<file path="src/rtl/pft_pkg.sv">
package pft_pkg;

	localparam logic [2:0] WT_VARINT  = 3'd0;
	localparam logic [2:0] WT_FIXED64 = 3'd1;
	localparam logic [2:0] WT_LEN     = 3'd2;
	localparam logic [2:0] WT_FIXED32 = 3'd5;

	localparam logic [3:0] VARINT_MAX_BYTES = 4'd10;

	typedef enum logic [2:0] {
		PH_TAG    = 3'd0,
		PH_VARINT = 3'd1,
		PH_FIXED  = 3'd2,
		PH_LEN    = 3'd3,
		PH_SKIP   = 3'd4
	} phase_t;

	typedef enum logic [1:0] {
		KIND_VARINT  = 2'd0,
		KIND_FIXED64 = 2'd1,
		KIND_LEN     = 2'd2,
		KIND_FIXED32 = 2'd3
	} kind_t;

	typedef enum logic [2:0] {
		ST_FIELD = 3'd0,
		ST_END   = 3'd1,
		ST_TRUNC = 3'd2,
		ST_LONG  = 3'd3,
		ST_ZERO  = 3'd4,
		ST_WIRE  = 3'd5,
		ST_TAG   = 3'd6
	} status_t;

	typedef struct packed {
		logic [7:0] in_byte;
		logic       in_final;
	} in_t;

	typedef struct packed {
		logic [28:0] field_id;
		logic [1:0]  field_kind;
		logic [63:0] field_value;
		logic [31:0] payload_offset;
		logic [31:0] payload_length;
		logic [2:0]  status;
		logic        end_of_message;
	} out_t;

	typedef struct packed {
		phase_t      phase;
		logic [63:0] acc;
		logic [3:0]  count;
		logic [28:0] fnum;
		kind_t       kind;
		logic [31:0] remaining;
		logic [31:0] pstart;
		logic        stopped;
	} state_t;

	localparam state_t STATE_RESET = '{
		phase:     PH_TAG,
		acc:       64'd0,
		count:     4'd0,
		fnum:      29'd0,
		kind:      KIND_VARINT,
		remaining: 32'd0,
		pstart:    32'd0,
		stopped:   1'b0
	};

endpackage

</file>
<file path="src/rtl/pft_step.sv">
module pft_step (
	input  pft_pkg::state_t cur,
	input  pft_pkg::in_t    beat,
	input  logic [31:0]     pos_low,
	output pft_pkg::state_t nxt,
	output logic            rec_valid,
	output pft_pkg::out_t   rec
);
	import pft_pkg::*;

	logic [7:0]  b;
	logic        fin;
	logic [6:0]  sh7;
	logic [63:0] acc_v;
	logic [3:0]  cnt_v;
	logic        v_done;
	logic        v_long;
	logic [63:0] acc_f;
	logic [3:0]  cnt_f;
	logic        f_done;
	logic [31:0] rem_dec;
	logic [28:0] tag_fn;
	logic        wt_ok;
	kind_t       wt_kind;
	phase_t      wt_phase;
	status_t     code;

	assign b   = beat.in_byte;
	assign fin = beat.in_final;

	assign sh7    = {3'b000, cur.count} * 7'd7;
	assign acc_v  = (cur.count < VARINT_MAX_BYTES) ?
		(cur.acc | ({57'd0, b[6:0]} << sh7[5:0])) : cur.acc;
	assign cnt_v  = (cur.count < VARINT_MAX_BYTES) ? cur.count + 4'd1 : cur.count;
	assign v_done = !b[7];
	assign v_long = b[7] && (cnt_v >= VARINT_MAX_BYTES);

	assign acc_f  = cur.acc | ({56'd0, b} << {cur.count[2:0], 3'b000});
	assign cnt_f  = cur.count + 4'd1;
	assign f_done = cnt_f >= ((cur.kind == KIND_FIXED64) ? 4'd8 : 4'd4);

	assign rem_dec = (cur.remaining != 32'd0) ? cur.remaining - 32'd1 : cur.remaining;
	assign tag_fn  = acc_v[31:3];

	always_comb begin
		wt_ok    = 1'b1;
		wt_kind  = KIND_VARINT;
		wt_phase = PH_VARINT;
		unique case (acc_v[2:0])
			WT_VARINT: begin
				wt_kind  = KIND_VARINT;
				wt_phase = PH_VARINT;
			end
			WT_FIXED64: begin
				wt_kind  = KIND_FIXED64;
				wt_phase = PH_FIXED;
			end
			WT_LEN: begin
				wt_kind  = KIND_LEN;
				wt_phase = PH_LEN;
			end
			WT_FIXED32: begin
				wt_kind  = KIND_FIXED32;
				wt_phase = PH_FIXED;
			end
			default: wt_ok = 1'b0;
		endcase
	end

	// The record decision: whether this beat yields a record and which status it has.
	always_comb begin
		rec_valid = 1'b0;
		code      = ST_FIELD;
		if (cur.stopped) begin
			rec_valid = fin;
			code      = ST_END;
		end else begin
			unique case (cur.phase)
				PH_TAG: begin
					if (v_long) begin
						rec_valid = 1'b1;
						code      = ST_LONG;
					end else if (v_done) begin
						if (acc_v[63:32] != 32'd0) begin
							rec_valid = 1'b1;
							code      = ST_TAG;
						end else if (tag_fn == 29'd0) begin
							rec_valid = 1'b1;
							code      = ST_ZERO;
						end else if (!wt_ok) begin
							rec_valid = 1'b1;
							code      = ST_WIRE;
						end
					end
				end
				PH_VARINT: begin
					if (v_long) begin
						rec_valid = 1'b1;
						code      = ST_LONG;
					end else if (v_done) begin
						rec_valid = 1'b1;
						code      = ST_FIELD;
					end
				end
				PH_FIXED: begin
					rec_valid = f_done;
					code      = ST_FIELD;
				end
				PH_LEN: begin
					if (v_long) begin
						rec_valid = 1'b1;
						code      = ST_LONG;
					end else if (v_done) begin
						if (acc_v[63:32] != 32'd0) begin
							rec_valid = 1'b1;
							code      = ST_TRUNC;
						end else if (acc_v[31:0] == 32'd0) begin
							rec_valid = 1'b1;
							code      = ST_FIELD;
						end
					end
				end
				PH_SKIP: begin
					rec_valid = (rem_dec == 32'd0);
					code      = ST_FIELD;
				end
				default: begin
					rec_valid = 1'b0;
					code      = ST_FIELD;
				end
			endcase
			if (!rec_valid && fin) begin
				rec_valid = 1'b1;
				code      = ST_TRUNC;
			end
		end
	end

	always_comb begin
		nxt = cur;
		if (!cur.stopped) begin
			unique case (cur.phase)
				PH_TAG: begin
					nxt.acc   = acc_v;
					nxt.count = cnt_v;
					if (v_done && !v_long) begin
						nxt.acc   = 64'd0;
						nxt.count = 4'd0;
						nxt.fnum  = tag_fn;
						if (wt_ok) begin
							nxt.kind  = wt_kind;
							nxt.phase = wt_phase;
						end
					end
				end
				PH_VARINT: begin
					nxt.acc   = acc_v;
					nxt.count = cnt_v;
				end
				PH_FIXED: begin
					nxt.acc   = acc_f;
					nxt.count = cnt_f;
				end
				PH_LEN: begin
					nxt.acc   = acc_v;
					nxt.count = cnt_v;
					if (v_done && !v_long) begin
						nxt.pstart    = pos_low;
						nxt.remaining = acc_v[31:0];
						if (acc_v[31:0] != 32'd0) begin
							nxt.phase = PH_SKIP;
						end
					end
				end
				PH_SKIP: begin
					nxt.remaining = rem_dec;
				end
				default: begin
					nxt.phase = PH_TAG;
				end
			endcase
			if (rec_valid) begin
				if (code == ST_FIELD) begin
					nxt.phase     = PH_TAG;
					nxt.acc       = 64'd0;
					nxt.count     = 4'd0;
					nxt.remaining = 32'd0;
				end else begin
					nxt.stopped = 1'b1;
				end
			end
		end
		if (fin) begin
			nxt = STATE_RESET;
		end
	end

	always_comb begin
		rec                = '0;
		rec.status         = code;
		rec.end_of_message = fin;
		if (code == ST_FIELD) begin
			rec.field_id   = cur.fnum;
			rec.field_kind = cur.kind;
			if (cur.kind == KIND_LEN) begin
				if (cur.phase == PH_LEN) begin
					rec.payload_offset = pos_low;
					rec.payload_length = acc_v[31:0];
				end else begin
					rec.payload_offset = cur.pstart;
					rec.payload_length = cur.acc[31:0];
				end
			end else if (cur.phase == PH_FIXED) begin
				rec.field_value = acc_f;
			end else begin
				rec.field_value = acc_v;
			end
		end
	end

endmodule

</file>
<file path="src/rtl/protobuf_field_tokenizer_core.sv">
// Channel   Direction  Handshake                Payload
// byte      in         byte_valid / byte_ready  byte_data (in_byte, in_final)
// rec       out        rec_valid / rec_ready    rec_data (one field, error or end record)
//
// One message byte is taken every cycle unless a held record stalls the input stage.
// The per-byte decode sits between the input stage register and the record register.
// Reset returns the decoder to the tag phase with the byte position at zero.
// A held record stalls the input stage, and byte_ready follows rec_ready in that case.
// Bytes that produce no record pass through without touching the record register.
module protobuf_field_tokenizer_core #(
	parameter int POSITION_BITS = 32
) (
	input  logic            clk,
	input  logic            arst_n,
	input  logic            byte_valid,
	output logic            byte_ready,
	input  pft_pkg::in_t    byte_data,
	output logic            rec_valid,
	input  logic            rec_ready,
	output pft_pkg::out_t   rec_data
);
	import pft_pkg::*;

	logic                     valid_s1;
	in_t                      data_s1;
	state_t                   state_q;
	state_t                   state_nxt;
	logic [POSITION_BITS-1:0] pos_q;
	logic [POSITION_BITS-1:0] pos_inc;
	logic                     advance;
	logic                     step_valid;
	out_t                     step_rec;
	logic                     rec_valid_q;
	out_t                     rec_q;

	assign advance    = valid_s1 && (!rec_valid_q || rec_ready);
	assign byte_ready = !valid_s1 || advance;
	assign pos_inc    = pos_q + POSITION_BITS'(1);

	pft_step u_step (
		.cur       (state_q),
		.beat      (data_s1),
		.pos_low   (32'(pos_inc)),
		.nxt       (state_nxt),
		.rec_valid (step_valid),
		.rec       (step_rec)
	);

	always_ff @(posedge clk or negedge arst_n) begin
		if (!arst_n) begin
			valid_s1 <= 1'b0;
		end else if (byte_ready) begin
			valid_s1 <= byte_valid;
		end
	end

	always_ff @(posedge clk) begin
		if (byte_ready && byte_valid) begin
			data_s1 <= byte_data;
		end
	end

	always_ff @(posedge clk or negedge arst_n) begin
		if (!arst_n) begin
			state_q <= STATE_RESET;
			pos_q   <= '0;
		end else if (advance) begin
			state_q <= state_nxt;
			pos_q   <= data_s1.in_final ? '0 : pos_inc;
		end
	end

	always_ff @(posedge clk or negedge arst_n) begin
		if (!arst_n) begin
			rec_valid_q <= 1'b0;
		end else if (advance && step_valid) begin
			rec_valid_q <= 1'b1;
		end else if (rec_ready) begin
			rec_valid_q <= 1'b0;
		end
	end

	always_ff @(posedge clk) begin
		if (advance && step_valid) begin
			rec_q <= step_rec;
		end
	end

	assign rec_valid = rec_valid_q;
	assign rec_data  = rec_q;

endmodule

</file>
<file path="config.mk">
export PLATFORM = sky130hd
export DESIGN_NAME = protobuf_field_tokenizer_core
export DESIGN_NICKNAME = d
export VERILOG_FILES = /design/src/rtl/pft_pkg.sv /design/src/rtl/pft_step.sv /design/src/rtl/protobuf_field_tokenizer_core.sv
export SDC_FILE = /design/constraint.sdc
export NUM_CORES = 1
export LEC_CHECK = 0
export BUFFER_PORTS_ARGS = -buffer_cell sky130_fd_sc_hd__buf_2
export CAP_MARGIN = 20
export CORE_AREA = 3 3 219 221
export CTS_CLUSTER_SIZE = 14
export DETAILED_ROUTE_END_ITERATION = 7
export DIE_AREA = 0 0 222 224
export SYNTH_ARGS = -nofsm -noshare
export SYNTH_HDL_FRONTEND = slang
export SYNTH_SLANG_ARGS = --single-unit
</file>
<file path="constraint.sdc">
create_clock -name clk -period 33.9 [get_ports clk]
set_clock_uncertainty 0.1 [all_clocks]
set_input_delay 3.39 -clock clk [delete_from_list [all_inputs] [get_ports clk]]
set_output_delay 3.39 -clock clk [all_outputs]
set_load 0.03 [all_outputs]
</file>
==> flow_metrics.tcl <==
set metrics [dict create \
    status "finished clean" \
    path_cells "buf_4, fa_1, ha_1, inv_1, fa_1, buf_4, and3_1, a22oi_1, nand3_1, or4_4, a2111oi_4, nand4b_4, a2111o_1, nand2_1, nand3b_1, buf_4, a211oi_1" \
    powerDensity_nw_per_um2 95.2 \
    track_usage_pct 29.3 \
    yosys.cell_types.count 88 \
    synth_top_area_share_pct 25.5 \
    synth_area_leaders "edfxtp_1 (25%), dfrtp_1 (25%), a21oi_1 (4.4%), o21ai_0 (3.8%), nand2_1 (3.7%)" \
    wirelength_um 75000 \
    synth_area_leader_cell "edfxtp_1" \
    grt-ovfl-total 0 \
    min_period_ns 8.30 \
    synthFlopType "dfrtp_1" \
    pin_count 178 \
    async_reset_ff_share_pct 53.9 \
    grt_pass1_wl_um 113000 \
    multi_input_area_um2 9370 \
    rr_endpoint "rec_data[65]$_SDFFCE_PN0P_" \
    crit_path_end_kind "register" \
    num_rows 79 \
    viasPerCell 6.45 \
    startpoint "state_q[96]$_DFFE_PN0P_" \
    initial_utilization_pct 43.8 \
    synth_area_um2 20300 \
    cpPeakStageDelay_ns 0.80 \
    ir_drop_uv 65.1 \
    hpwlAfterDp_um 50500 \
    core_area_um2 46400 \
    finish.utilization_pct 49.8 \
    htreeDepth 2 \
    crit_fanout 50 \
    cts_tree "yes" \
    postCtsHoldBufs 0 \
    synth-edff-count 172 \
    maxCapViolCount 0 \
    dr.pass1.iters 5 \
    ant_nets 0 \
    cts_buffers 44 \
    timing.final.crit_share_pct 24.5 \
    fill_cells 4279 \
    rsz0062_at_grt "false" \
    ys_ff_latch 373 \
    start_kind "register" \
    syn_nets 2121 \
    drt_iter0_markers 2140 \
    final_max_slew_viol_count 0 \
    cp-endpoint "rec_data[65]$_SDFFCE_PN0P_" \
    cts_max_path_buffers 3 \
    clkTransAtPathRegs_ns 0.06 \
    die_h_um 224 \
    final_nets 2220 \
    post_cts_resized 0 \
    drive_gt1_share_pct 15.5 \
    relSlewSlack_pct 14.8 \
    setup_violations 0 \
    post_drt_wl_per_cell_um 26.4 \
    antenna_found_initial 2 \
    fin_setup_tns_ns 0 \
    final-hold-violation-count 0 \
    first_global_vias 17300 \
    cts-root-buf "clkbuf_16" \
    tightest_slew_ns 1.28 \
    worstPathArrival_ns 8.60 \
    worstRegToRegCells 17 \
    grt_start_max_net_pins 164 \
    r2r_start "state_q[96]$_DFFE_PN0P_" \
    clk_latency_ns 0.59 \
    drcViolationCount 0 \
    fp.dieW_um 222 \
    syn_to_final_growth_pct 13.9 \
    portBuffers 177 \
    hold_path_class "reg2reg" \
    num_vias 18300 \
    cts_sinks 373 \
    r2r_slack_ns 25.60 \
    register_area_um2 10200 \
    path_class "reg2reg" \
    yosys_warnings 0 \
    syn_avg_cell_area_um2 9.70 \
    post-cts-setup-buffers 0 \
    power_leakage_nw 9.18 \
    cp_common_cell "buf_4" \
    ys_seq_area_share_pct 50.2 \
    synthCells 2093 \
    slowest_stage "nand2_1" \
    required_ns 34.19 \
    fmax_ghz 0.120 \
    antenna_cells 0 \
    finalWeightedCongestion 0.957 \
    die_area_um2 49700 \
]
-- cell usage in the layout, fill, tap and decap left out, types with 14 or more instances in the layout --
cell type	count
a211oi_1	83
a21o_1	26
a21oi_1	176
a22o_1	74
a31oi_1	34
and2_1	50
and3_1	49
buf_2	176
buf_4	40
clkbuf_1	14
clkbuf_16	44
dfrtp_1	200
edfxtp_1	172
inv_1	24
mux2i_1	20
nand2_1	199
nand2b_1	17
nand3_1	37
nand4_1	19
nor2_1	178
nor3_1	46
nor4_1	29
o21a_1	15
o21ai_0	154
o22ai_1	58
or3_1	15
xnor2_1	21
xor2_1	20
-- cells in the mapped netlist, types with 8 or more instances --
library cell	instances
xor2_1	20
clkbuf_1	122
a21oi_1	177
and3_1	49
nor2_1	181
or3_1	15
a41oi_1	10
nand2b_1	17
a22o_1	74
inv_1	24
o21a_1	15
a21o_1	26
dfrtp_1	201
o21ai_0	155
nand2_1	199
a211oi_1	83
buf_2	29
a31oi_1	34
nand4_1	19
buf_6	8
edfxtp_1	172
and2_1	50
or4_1	10
mux2i_1	20
a221oi_1	9
nand3_1	39
a32oi_1	9
nor2b_1	12
mux2_2	12
ha_1	11
xnor2_1	21
nor4_1	29
nor3_1	50
o22ai_1	58
-- final cells by class --
cell class,count,area share [%]
timing repair buffer,219,5.32
inverter,25,0.406
multi-input combinational,1529,40.6
clock buffer,61,5.17
sequential,373,44.1
clock inverter,21,1.13
tap,607,3.29
-- registers in the layout, summed over array words and instances, names as in the netlist --
| register | count |
|---|---|
| rec_valid | 1 |
| valid_s1 | 1 |
| data_s1 | 9 |
| pos_q | 32 |
| rec_data | 163 |
| state_q | 167 |
-- worst max-delay path: cells and delay by family, from the launching register on --
| family | cells | cell delay (ns) |
|---|---|---|
| AND/OR/NAND/NOR | 6 | 3.33 |
| flip-flops | 1 | 0.70 |
| buffers and inverters | 4 | 1.44 |
| AO/OA/AOI/OAI | 4 | 1.35 |
| adder cells (fa/ha/maj) | 3 | 1.10 |
-- worst min path at each step --
stage | to | from | slack (ns) | depth (start not counted)
detailed placement | state_q[91]$_DFFE_PN0P_ | state_q[91]$_DFFE_PN0P_ | 0.36 | 2
CTS | state_q[70]$_DFFE_PN0P_ | state_q[70]$_DFFE_PN0P_ | 0.37 | 2
finish | state_q[85]$_DFFE_PN0P_ | state_q[85]$_DFFE_PN0P_ | 0.37 | 2
global placement | state_q[89]$_DFFE_PN0P_ | state_q[89]$_DFFE_PN0P_ | 0.35 | 2
global route | state_q[93]$_DFFE_PN0P_ | state_q[93]$_DFFE_PN0P_ | 0.39 | 2
floorplan | rec_data[0]$_DFFE_PP_ | data_s1[0]$_DFFE_PP_ | 0.32 | 0
-- routing by layer --
layer  vias up  share of wire (%)  wire length (um)  GRT usage, %
met5         -              0.036                27             0
met4         4                4.3              3250          11.9
met3       165                8.3              6220          4.80
met2       961                 45             33400          45.0
met1      9044                 43             32100          41.8
li1       8103                  -                 -             -
-- kinds of logic after synthesis --
group	share of synthesized area [%]
xor+xnor	1.77
mux	2.02
buf+inv	4.04
fa+ha+maj	1.07
flops	50.2
simple gates	16.9
compound gates	23.9
-- report_power, final --
group	switching, mW	total (mW)	internal [mW]
Combinational	0.809	1.07	0.263
Clock	0.203	0.483	0.280
Sequential	0.0586	0.644	0.585
-- per-stage QoR --
step | instances | worst slack, ns | hold slack (ns) | power (mW) | cell area (um^2)
final | 2835 | 25.60 | 0.373 | 2.20 | 23100
after global routing | 2835 | 25.23 | 0.392 | 2.29 | 23100
after CTS | 2833 | 25.81 | 0.375 | 2.19 | 23100
after detailed placement | 2751 | 25.84 | 0.362 | 1.70 | 21600
after global placement | 2750 | 26.05 | 0.352 | 1.70 | 21600
after floorplan | 2093 | 22.02 | 0.324 | 1.33 | 20300
No activity file was read; power rests on OpenSTA's default activity.
